File: config.mk
export PLATFORM = sky130hd
export DESIGN_NAME = sorted_bag_table_unit
export DESIGN_NICKNAME = d
export VERILOG_FILES = /design/src/sv/sbt_pkg.sv /design/src/sv/sbt_cell.sv /design/src/sv/sbt_pos_enc.sv /design/src/sv/sorted_bag_table_unit.sv
export SDC_FILE = /design/constraint.sdc
export NUM_CORES = 2
export LEC_CHECK = 0
export BUFFER_PORTS_ARGS = -buffer_cell sky130_fd_sc_hd__buf_2
export CAP_MARGIN = 40
export CORE_MARGIN = 1.5
export CORE_UTILIZATION = 30
export CTS_CLUSTER_DIAMETER = 80
export CTS_CLUSTER_SIZE = 20
export DETAILED_ROUTE_END_ITERATION = 16
export GPL_TIMING_DRIVEN = 0
export PLACE_DENSITY = 0.51
export SLEW_MARGIN = 10
export SYNTH_ARGS = -nofsm -noshare
export SYNTH_HDL_FRONTEND = slang
export SYNTH_SLANG_ARGS = --single-unit
export TNS_END_PERCENT = 5
File: constraint.sdc
create_clock -name clk -period 4.1 [get_ports clk]
set_input_delay 0.205 -clock clk [delete_from_list [all_inputs] [get_ports clk]]
set_output_delay 0.205 -clock clk [all_outputs]
set_load 0.1 [all_outputs]
File: src/sv/sbt_pkg.sv
// shared types and constants for the sorted bag table
// no dependencies; imported by every module of the block
package sbt_pkg;

	localparam int VAL_W         = 32;
	localparam int POS_W         = 5;
	localparam int DEPTH_DEFAULT = 16;

	typedef enum logic [1:0] {
		CMD_INSERT   = 2'd0,
		CMD_REMOVE   = 2'd1,
		CMD_CONTAINS = 2'd2,
		CMD_SEARCH   = 2'd3
	} cmd_t;

	typedef enum logic [1:0] {
		ST_IDLE,
		ST_CMP,
		ST_UPD
	} state_t;

	typedef struct packed {
		cmd_t                     cmd;
		logic signed [VAL_W-1:0] value;
	} req_t;

	typedef struct packed {
		logic             found;
		logic [POS_W-1:0] position;
		logic             status;
		logic [POS_W-1:0] entry_count;
	} rsp_t;

	// update control broadcast to every cell
	typedef struct packed {
		logic ins;
		logic rem;
	} cell_ctl_t;

endpackage

File: src/sv/sbt_cell.sv
// one storage cell of the sorted chain: holds an entry and its compare flags
// depends on sbt_pkg
module sbt_cell import sbt_pkg::*; #(
	parameter int IDX = 0,
	parameter int CW  = 5
) (
	input  logic                    clk,
	input  logic                    cmp_en,
	input  cell_ctl_t               ctl,
	input  logic signed [VAL_W-1:0] key,
	input  logic [CW-1:0]           count,
	input  logic signed [VAL_W-1:0] left_entry,
	input  logic                    left_lt,
	input  logic signed [VAL_W-1:0] right_entry,
	output logic signed [VAL_W-1:0] entry,
	output logic                    lt,
	output logic                    eq
);

	logic signed [VAL_W-1:0] entry_q;
	logic                    lt_q;
	logic                    eq_q;
	logic                    occ;

	assign occ = count > CW'(IDX);

	always_ff @(posedge clk) begin
		if (cmp_en) begin
			lt_q <= occ && (entry_q < key);
			eq_q <= occ && (entry_q == key);
		end
	end

	// cells at and above the lower bound move up on insert, down on remove
	always_ff @(posedge clk) begin
		if (ctl.ins && !lt_q) begin
			entry_q <= left_lt ? key : left_entry;
		end else if (ctl.rem && !lt_q) begin
			entry_q <= right_entry;
		end
	end

	assign entry = entry_q;
	assign lt    = lt_q;
	assign eq    = eq_q;

endmodule

File: src/sv/sbt_pos_enc.sv
// turns the thermometer of less-than flags into the lower-bound index and hit
// depends on sbt_pkg
module sbt_pos_enc import sbt_pkg::*; #(
	parameter int N  = DEPTH_DEFAULT,
	parameter int CW = 5
) (
	input  logic [N-1:0]  lt,
	input  logic [N-1:0]  eq,
	output logic [CW-1:0] pos,
	output logic          hit
);

	logic [N:0] bnd;

	// boundary sits where the cell below is less and this one is not
	assign bnd = {lt, 1'b1} & ~{1'b0, lt};
	assign hit = |(bnd[N-1:0] & eq);

	always_comb begin
		pos = '0;
		for (int i = 0; i <= N; i++) begin
			if (bnd[i]) begin
				pos = pos | CW'(i);
			end
		end
	end

endmodule

File: src/sv/sorted_bag_table_unit.sv
// Sorted bag table: keeps up to TABLE_DEPTH signed 32-bit values in ascending
// order in a chain of cells and serves insert, remove, contains and
// lower-bound requests. Each request passes through the accepting beat, a
// compare cycle in which every cell tests its entry against the key at once,
// and an update step in which the position encoder picks the lower bound and,
// on insert or remove, cells at and above it take a neighbour's entry; the
// update step waits while the result side stalls. A new request is taken in
// the cycle after the previous result is loaded, never while one is in flight.
// Inserts into a full table are dropped and reported with status set.
// depends on sbt_pkg, sbt_cell, sbt_pos_enc
module sorted_bag_table_unit import sbt_pkg::*; #(
	parameter int TABLE_DEPTH = DEPTH_DEFAULT
) (
	input  logic clk,
	input  logic arst_n,
	input  logic req_valid,
	output logic req_stall,
	input  req_t req,
	output logic rsp_valid,
	input  logic rsp_stall,
	output rsp_t rsp
);

	localparam int CW = $clog2(TABLE_DEPTH + 1);

	state_t                  state_q;
	state_t                  state_d;
	cmd_t                    cmd_q;
	logic signed [VAL_W-1:0] key_q;
	logic [CW-1:0]           count_q;
	logic [CW-1:0]           count_d;
	logic                    rsp_valid_q;
	rsp_t                    rsp_q;

	logic                    req_fire;
	logic                    cmp_en;
	logic                    can_out;
	logic                    upd_fire;
	logic                    full;
	cell_ctl_t               ctl;

	logic signed [VAL_W-1:0] entry_w [TABLE_DEPTH];
	logic [TABLE_DEPTH-1:0]  lt_w;
	logic [TABLE_DEPTH-1:0]  eq_w;
	logic [CW-1:0]           pos;
	logic                    hit;

	assign req_fire = req_valid && !req_stall;
	assign can_out  = !rsp_valid_q || !rsp_stall;
	assign full     = count_q == CW'(TABLE_DEPTH);

	always_comb begin
		state_d = state_q;
		unique case (state_q)
			ST_IDLE: begin
				if (req_valid) state_d = ST_CMP;
			end
			ST_CMP: state_d = ST_UPD;
			ST_UPD: begin
				if (can_out) state_d = ST_IDLE;
			end
			default: state_d = ST_IDLE;
		endcase
	end

	always_comb begin
		req_stall = 1'b1;
		cmp_en    = 1'b0;
		upd_fire  = 1'b0;
		unique case (state_q)
			ST_IDLE: req_stall = 1'b0;
			ST_CMP:  cmp_en    = 1'b1;
			ST_UPD:  upd_fire  = can_out;
			default: req_stall = 1'b1;
		endcase
	end

	always_comb begin
		ctl.ins = upd_fire && (cmd_q == CMD_INSERT) && !full;
		ctl.rem = upd_fire && (cmd_q == CMD_REMOVE) && hit;
		count_d = count_q;
		if (ctl.ins) begin
			count_d = count_q + CW'(1);
		end else if (ctl.rem) begin
			count_d = count_q - CW'(1);
		end
	end

	always_ff @(posedge clk or negedge arst_n) begin
		if (!arst_n) begin
			state_q     <= ST_IDLE;
			count_q     <= '0;
			rsp_valid_q <= 1'b0;
		end else begin
			state_q <= state_d;
			count_q <= count_d;
			if (upd_fire) begin
				rsp_valid_q <= 1'b1;
			end else if (!rsp_stall) begin
				rsp_valid_q <= 1'b0;
			end
		end
	end

	always_ff @(posedge clk) begin
		if (req_fire) begin
			cmd_q <= req.cmd;
			key_q <= req.value;
		end
		if (upd_fire) begin
			rsp_q.found       <= hit;
			rsp_q.position    <= POS_W'(pos);
			rsp_q.status      <= (cmd_q == CMD_INSERT) && full;
			rsp_q.entry_count <= POS_W'(count_d);
		end
	end

	for (genvar i = 0; i < TABLE_DEPTH; i++) begin : g_cell
		logic signed [VAL_W-1:0] left_entry;
		logic                    left_lt;
		logic signed [VAL_W-1:0] right_entry;

		if (i == 0) begin : g_first
			assign left_entry = key_q;
			assign left_lt    = 1'b1;
		end else begin : g_mid
			assign left_entry = entry_w[i-1];
			assign left_lt    = lt_w[i-1];
		end

		if (i == TABLE_DEPTH - 1) begin : g_last
			assign right_entry = entry_w[i];
		end else begin : g_low
			assign right_entry = entry_w[i+1];
		end

		sbt_cell #(
			.IDX (i),
			.CW  (CW)
		) u_cell (
			.clk         (clk),
			.cmp_en      (cmp_en),
			.ctl         (ctl),
			.key         (key_q),
			.count       (count_q),
			.left_entry  (left_entry),
			.left_lt     (left_lt),
			.right_entry (right_entry),
			.entry       (entry_w[i]),
			.lt          (lt_w[i]),
			.eq          (eq_w[i])
		);
	end

	sbt_pos_enc #(
		.N  (TABLE_DEPTH),
		.CW (CW)
	) u_pos_enc (
		.lt  (lt_w),
		.eq  (eq_w),
		.pos (pos),
		.hit (hit)
	);

	assign rsp_valid = rsp_valid_q;
	assign rsp       = rsp_q;

	a_count_bound: assert property (@(posedge clk) disable iff (!arst_n)
		count_q <= CW'(TABLE_DEPTH))
		else $error("entry count above table depth");

	a_lt_thermo: assert property (@(posedge clk) disable iff (!arst_n)
		(state_q == ST_UPD) |-> ((lt_w & ~{lt_w[TABLE_DEPTH-2:0], 1'b1}) == '0))
		else $error("less-than flags not a thermometer");

	a_reject_full: assert property (@(posedge clk) disable iff (!arst_n)
		(rsp_valid_q && rsp_q.status) |-> (rsp_q.entry_count == POS_W'(TABLE_DEPTH)))
		else $error("insert rejected with room left");

	a_upd_loads: assert property (@(posedge clk) disable iff (!arst_n)
		upd_fire |=> (rsp_valid_q && state_q == ST_IDLE))
		else $error("update did not load a result");

endmodule

## After elaboration in Yosys (flattened, before gate mapping)

Cells that the tools add are included.

| word-level totals | value |
|---|---|
| register bits | 598 |
| input bits | 38 |
| output and inout bits | 14 |

| operators by class | value |
|---|---|
| reductions and logical operators | 108 |
| bitwise logic cells | 3 |
| multiplexer cells | 70 |
| equal/unequal tests | 23 |
| add/sub/neg operators | 2 |
| $lt $le $gt $ge | 32 |

Operators by type and width:

| operator | number |
|---|---|
| $mux 32 | 45 |
| $eq 32x32->1 | 16 |
| $lt 32x32->1 | 16 |
| $logic_and 1x1->1 | 69 |
| $gt 5x4->1 const B | 8 |
| $mux 4 | 8 |
| $reduce_bool 2->1 | 15 |
| $gt 5x3->1 const B | 4 |
| $logic_not 1->1 | 19 |
| $and 17x17->17 | 1 |
| $not 16->17 | 1 |
| $and 16x16->16 | 1 |
| $reduce_or 16->1 | 1 |
| $mux 3 | 4 |
| $gt 5x1->1 const B | 2 |
| $gt 5x2->1 const B | 2 |
| $mux 5 | 2 |
| $mux 2 | 4 |
| $mux 1 | 6 |
| $pmux 2 s3 | 1 |
| $add 5x1->5 const B | 1 |
| $eq 5x5->1 const B | 1 |
| $sub 5x1->5 const B | 1 |
| $eq 2x1->1 const B | 2 |
| 6 further kinds | 8 |

## Longest topological paths before layout

| depth | value |
|---|---|
| word-level depth | 17 |
| gate-level depth with buffers | 10 |
| depth with buffers taken out | 8 |

## Modules after synthesis

From an unflattened synthesis, not the netlist that was laid out.

| second synthesis, totals | value |
|---|---|
| cell total of the unflattened synthesis | 4289 |
| area, all modules | 42498.3 µm² |

By module, submodules not included:

| module | area each (µm²) | instances | cells an instance |
|---|---|---|---|
| sbt_cell (g_cell[12].u_cell ...) | 2534.9 | 2 | 260 |
| sbt_cell (g_cell[14].u_cell ...) | 2531.2 | 2 | 259 |
| sbt_cell (g_cell[11].u_cell ...) | 2509.9 | 2 | 260 |
| sbt_cell (g_cell[2].u_cell) | 2537.4 | 1 | 259 |
| sbt_cell (g_cell[9].u_cell) | 2533.7 | 1 | 260 |
| sbt_cell (g_cell[15].u_cell) | 2529.9 | 1 | 262 |
| sbt_cell (g_cell[13].u_cell) | 2528.7 | 1 | 259 |
| sbt_cell (g_cell[0].u_cell) | 2527.4 | 1 | 260 |
| sbt_cell (g_cell[10].u_cell) | 2519.9 | 1 | 260 |
| sbt_cell (g_cell[8].u_cell) | 2518.7 | 1 | 260 |
| sbt_cell (g_cell[7].u_cell) | 2508.7 | 1 | 260 |
| sbt_cell (g_cell[5].u_cell) | 2507.4 | 1 | 259 |
| sbt_cell (g_cell[1].u_cell) | 2506.2 | 1 | 259 |
| sorted_bag_table_unit | 1855.5 | 1 | 94 |
| sbt_pos_enc | 272.8 | 1 | 39 |

## Least setup slack after synthesis

OpenSTA, ideal clock, no wires.

| timing path | value |
|---|---|
| kind | register to register |
| start point | reg rsp_valid_q (netlist: rsp_valid) |
| end point | reg g_cell[15].u_cell.entry_q[0], enable pin |
| arrival time | 3.152 ns |
| cell stages (with the launch flop) | 7 |
| path buffers | 2 |
| required time | 3.679 ns |
| clock period less this slack | 3.573 ns |
| library setup time | 0.421 ns |
| setup slack | 0.527 ns |
| cell sequence | dfrtp_1 > nand2_1 > nor3b_2 > nand3_1 > clkbuf_1 > buf_4 > nor2_1 |

| on the way | value |
|---|---|
| cells in the longest elaborated chain, start to end | 6 |

RTL lines:

| element | line | RTL |
|---|---|---|
| start: declaration | sorted_bag_table_unit.sv:32 | `logic rsp_valid_q;` |
| start signal: assignment | sorted_bag_table_unit.sv:93 | `rsp_valid_q <= 1'b0;` |
| start signal: assignment | sorted_bag_table_unit.sv:98 | `rsp_valid_q <= 1'b1;` |
| start signal: assignment | sorted_bag_table_unit.sv:100 | `rsp_valid_q <= 1'b0;` |
| $logic_not 1->1 | sorted_bag_table_unit.sv:49 | `assign can_out = !rsp_valid_q \|\| !rsp_stall;` |
| $logic_or 1x1->1 | sorted_bag_table_unit.sv:49 |  |
| $mux 1 | sorted_bag_table_unit.sv:70 | `unique case (state_q)` |
| $logic_and 1x1->1 (2 in a row) | sorted_bag_table_unit.sv:79 | `ctl.ins = upd_fire && (cmd_q == CMD_INSERT) && !full;` |
| $logic_and 1x1->1 | sbt_cell.sv:36 | `if (ctl.ins && !lt_q) begin` |
| end signal: assignment | sbt_cell.sv:37 | `entry_q <= left_lt ? key : left_entry;` |
| end signal: assignment | sbt_cell.sv:39 | `entry_q <= right_entry;` |
| end: declaration | sbt_cell.sv:20 | `logic signed [VAL_W-1:0] entry_q;` |

Every way passes these cells.
A chain may end at the register's enable or synchronous reset.

## Final worst setup path

| timing path | value |
|---|---|
| start point | reg key_q[21] (netlist: g_cell[0].left_entry[21]) |
| end point | reg g_cell[4].u_cell.lt_q, data pin |

| on the way | value |
|---|---|
| cells in the longest elaborated chain, start to end | 2 |

RTL lines:

| element | line | RTL |
|---|---|---|
| start: declaration | sorted_bag_table_unit.sv:29 | `logic signed [VAL_W-1:0] key_q;` |
| start signal: assignment | sorted_bag_table_unit.sv:108 | `key_q <= req.value;` |
| $lt 32x32->1 | sbt_cell.sv:29 | `lt_q <= occ && (entry_q < key);` |
| $logic_and 1x1->1 | sbt_cell.sv:29 |  |
| end signal: assignment | sbt_cell.sv:29 |  |
| end: declaration | sbt_cell.sv:21 | `logic lt_q;` |

Every way passes these cells.

==> metrics.csv <==
metric,value,unit
status,finished clean,
synth-xor-area-share,0.000870,
avgSynthCellArea,10.8,um2
finalPower,19.8,mW
hold_ws,255,ps
clock_latency,670,ps
start_util,0.302,
rsz0062_at_grt,true,
slew_viol_final,0,
synthCells,3742,
min_from,req[21],
antenna_found_initial,2,
post_synth_fa_ha_maj_area_fraction,0.161,
fp.dieW,369,um
hpwl,106000,um
hp-class,in2reg,
fin_crit_sh,0.978,
arrival,4390,ps
cp_top_family,buffers and inverters,
synth_edf_count,590,
rr_worst_depth,9,
synth_area,40300,um2
crit_top_cell,clkbuf_1,
ys_seq_area_frac,0.445,
slowest_delay,850,ps
grt_max_degree,29,
placed_cell_area,43600,um2
min_delay_path_depth,2,
r2r_end,g_cell[4].u_cell.lt,
drv_cap,0,
path_depth,9,
fp.coreArea,133000,um2
synth_top_family_by_area,adder cells,
power.density,427,nW/um2
io_buffers,51,
cp_slowest_cell,nor4_1,
finClkSkew,39.4,ps
drtIter0Drc,2404,
final_layout_size_suffix_gt1_frac,0.119,
yosysUniqueCellTypes,64,
seqCellArea,17900,um2
period_needed,4010,ps
multiInputGateArea,21300,um2
vias,30900,
grt_overflow,0,
async_reset_ff_frac,0.0134,
grtUsageTotal,0.192,
power_leakage,18.5,nW
num_rows,134,
slew_headroom,0.346,
totalWireLength,133000,um
cp_max_fo,10,
drt_pre_antenna_iters,5,
syn_nets,4297,
placed_cells,5600,
end_kind,register,
grt_pass1_vias,31200,
finalWeightedCongestion,0.878,
worst_setup_path_start_kind,register,
worst_ir_drop_vdd,245,uV
ys_ff_latch,598,
ys_warn_count,0,
tightest_slew,973,ps
r2r_start,g_cell[0].left_entry[21],
instances_no_fill,5816,
hold_viol,0,
r2r_slack,90,ps
cts_tree,yes,
path_clk_slew,80,ps
worstPathRequired,4480,ps
ys.flop_type,edfxtp_1,
cts_buffer_depth,3,
avgRoutedWirePerCell,22.9,um
clock-sinks,598,
htree_levels,2,
drtAntennaViolNets,0,
nets,4569,
grt_pass1_wl,198000,um
finalSetupViolations,0,
remaining_drc_errors,0,
path_cells,clkbuf_1 > clkbuf_1 > clkinvlp_4 > buf_4 > ha_1 > nand4_1 > nor4_1 > o32ai_1 > mux2i_1,
critPathKind,reg2reg,
design_area,46400,um2
areaGrowthSynthToFinish,15.1,%
muxShareOfSynthArea,0.132,
hold_path_end,g_cell[0].left_entry[21],
viasPerCell,5.31,
synth_compound_area_frac,0.121,
fin_setup_tns,0,ps
cts_root_buf,clkbuf_16,
ios,52,
fp.dieArea,136000,um2
cts_buffers,46,
die_h,369,um
clock.fmax,0.249,GHz
worstPathBufferInverterCount,4,
synthSimpleGateAreaFrac,0.111,
diodes,0,
fillCellCount,13500,
-- state kept, by name, indices dropped and copies added (netlist names) --
name and flops:
cmd_q 2, count_q 5, g_cell.left_entry 32, g_cell.u_cell.entry 512
g_cell.u_cell.eq 16, g_cell.u_cell.lt 16, rsp 12, rsp_valid 1
state_q 2
-- repair_timing --
action                     in CTS  in global routing
setup buffers                  92                  0
setup endpoints to repair      23                  9
hold endpoints to repair       48                  0
hold buffers                   38                  0
resized for setup              39                 18
-- kinds of logic after synthesis --
group           count (synthesis)
simple gates                  944
compound gates                866
flops                         598
mux                           523
fa+ha+maj                     517
buf+inv                       290
xor+xnor                        4
-- stage by stage --
step / utilization / setup WS (ps)
after global placement: 0.321 / -912
final: 0.348 / 90.6
after floorplan: - / 527
after detailed placement: 0.327 / -570
after global routing: 0.348 / -60.1
after CTS: 0.347 / 15.6
-- how the worst max path moves through the flow --
stage / startpoint / to
3_5_place_dp: g_cell[0].left_entry[31] / g_cell[8].u_cell.lt
3_3_place_gp: g_cell[13].u_cell.lt / g_cell[1].u_cell.entry[6]
4_1_cts: g_cell[0].left_entry[2] / g_cell[2].u_cell.lt
5_1_grt: g_cell[0].left_entry[17] / g_cell[15].u_cell.lt
6_report: g_cell[0].left_entry[21] / g_cell[4].u_cell.lt
2_1_floorplan: rsp_valid / g_cell[15].u_cell.entry[0]
-- metal layers --
layer / up-vias / wire (um) / global-route usage
met4: 0 / 4140 / 0.0612
met1: 15300 / 63200 / 0.271
met5: - / 0 / 0
met3: 160 / 6650 / 0.0268
li1: 14700 / - / -
met2: 690 / 59400 / 0.300
-- cells in the mapped netlist (11+ instances only) --
| cell | number | area share |
|---|---|---|
| o211ai_1 | 17 | 0.0032 |
| nor2_1 | 518 | 0.048 |
| or3_1 | 15 | 0.0023 |
| a221oi_1 | 16 | 0.0035 |
| buf_2 | 74 | 0.0092 |
| nand2_1 | 103 | 0.0096 |
| nand3_1 | 36 | 0.0045 |
| nor4_1 | 21 | 0.0033 |
| o21ai_0 | 64 | 0.0080 |
| nand4_1 | 99 | 0.015 |
| mux2_1 | 20 | 0.0056 |
| a21o_1 | 48 | 0.0089 |
| nor2b_1 | 51 | 0.0079 |
| and4_1 | 28 | 0.0061 |
| inv_1 | 74 | 0.0069 |
| mux2_2 | 45 | 0.013 |
| clkbuf_1 | 129 | 0.012 |
| nor3_1 | 24 | 0.0030 |
| edfxtp_1 | 590 | 0.44 |
| o21bai_1 | 11 | 0.0020 |
| a21oi_1 | 638 | 0.079 |
| ha_1 | 517 | 0.16 |
| mux2i_1 | 458 | 0.11 |
-- power breakdown --
| group | leakage [nW] | switching (mW) | total [mW] | internal, mW |
|---|---|---|---|---|
| clock network | 0.763 | 2.71 | 5.11 | 2.39 |
| registers | 5.46 | 0.374 | 7.80 | 7.43 |
| logic | 12.3 | 4.37 | 6.89 | 2.53 |
| total | 18.5 | 7.45 | 19.8 | 12.3 |
-- area by class of cell --
class / instances / share of cell area
sequential: 598 / 0.386
inverter: 74 / 0.00777
tap: 1768 / 0.0477
clock inverter: 33 / 0.00734
multi-input combinational: 2854 / 0.460
clock buffer: 49 / 0.0264
timing repair buffer: 224 / 0.0437
buffer: 216 / 0.0209
-- cells in the final DEF, fill, tap and decap left out, drive strengths merged, types with 6 or more instances in the layout --
cell | netlist | final
a21oi | 638 | 638
edfxtp | 590 | 590
nor2 | 525 | 525
ha | 517 | 517
mux2i | 458 | 458
buf | 87 | 270
clkbuf | 129 | 178
nand2 | 103 | 103
nand4 | 99 | 99
inv | 74 | 65
mux2 | 65 | 65
o21ai | 64 | 64
nor2b | 53 | 53
a21o | 48 | 48
dlygate4sd3 | 0 | 38
nand3 | 36 | 36
and4 | 28 | 28
clkinvlp | 0 | 25
nor3 | 24 | 24
nor4 | 21 | 21
o211ai | 17 | 17
a221oi | 16 | 16
or3 | 15 | 15
clkinv | 0 | 15
o21bai | 11 | 11
or2 | 10 | 10
a2111o | 10 | 10
o32ai | 10 | 10
a211oi | 10 | 10
dfrtp | 8 | 8
o31ai | 7 | 7
nor4b | 7 | 7
nand2b | 6 | 6
a22o | 6 | 6
nor4bb | 6 | 6
Power figures use the tool's default switching activity.
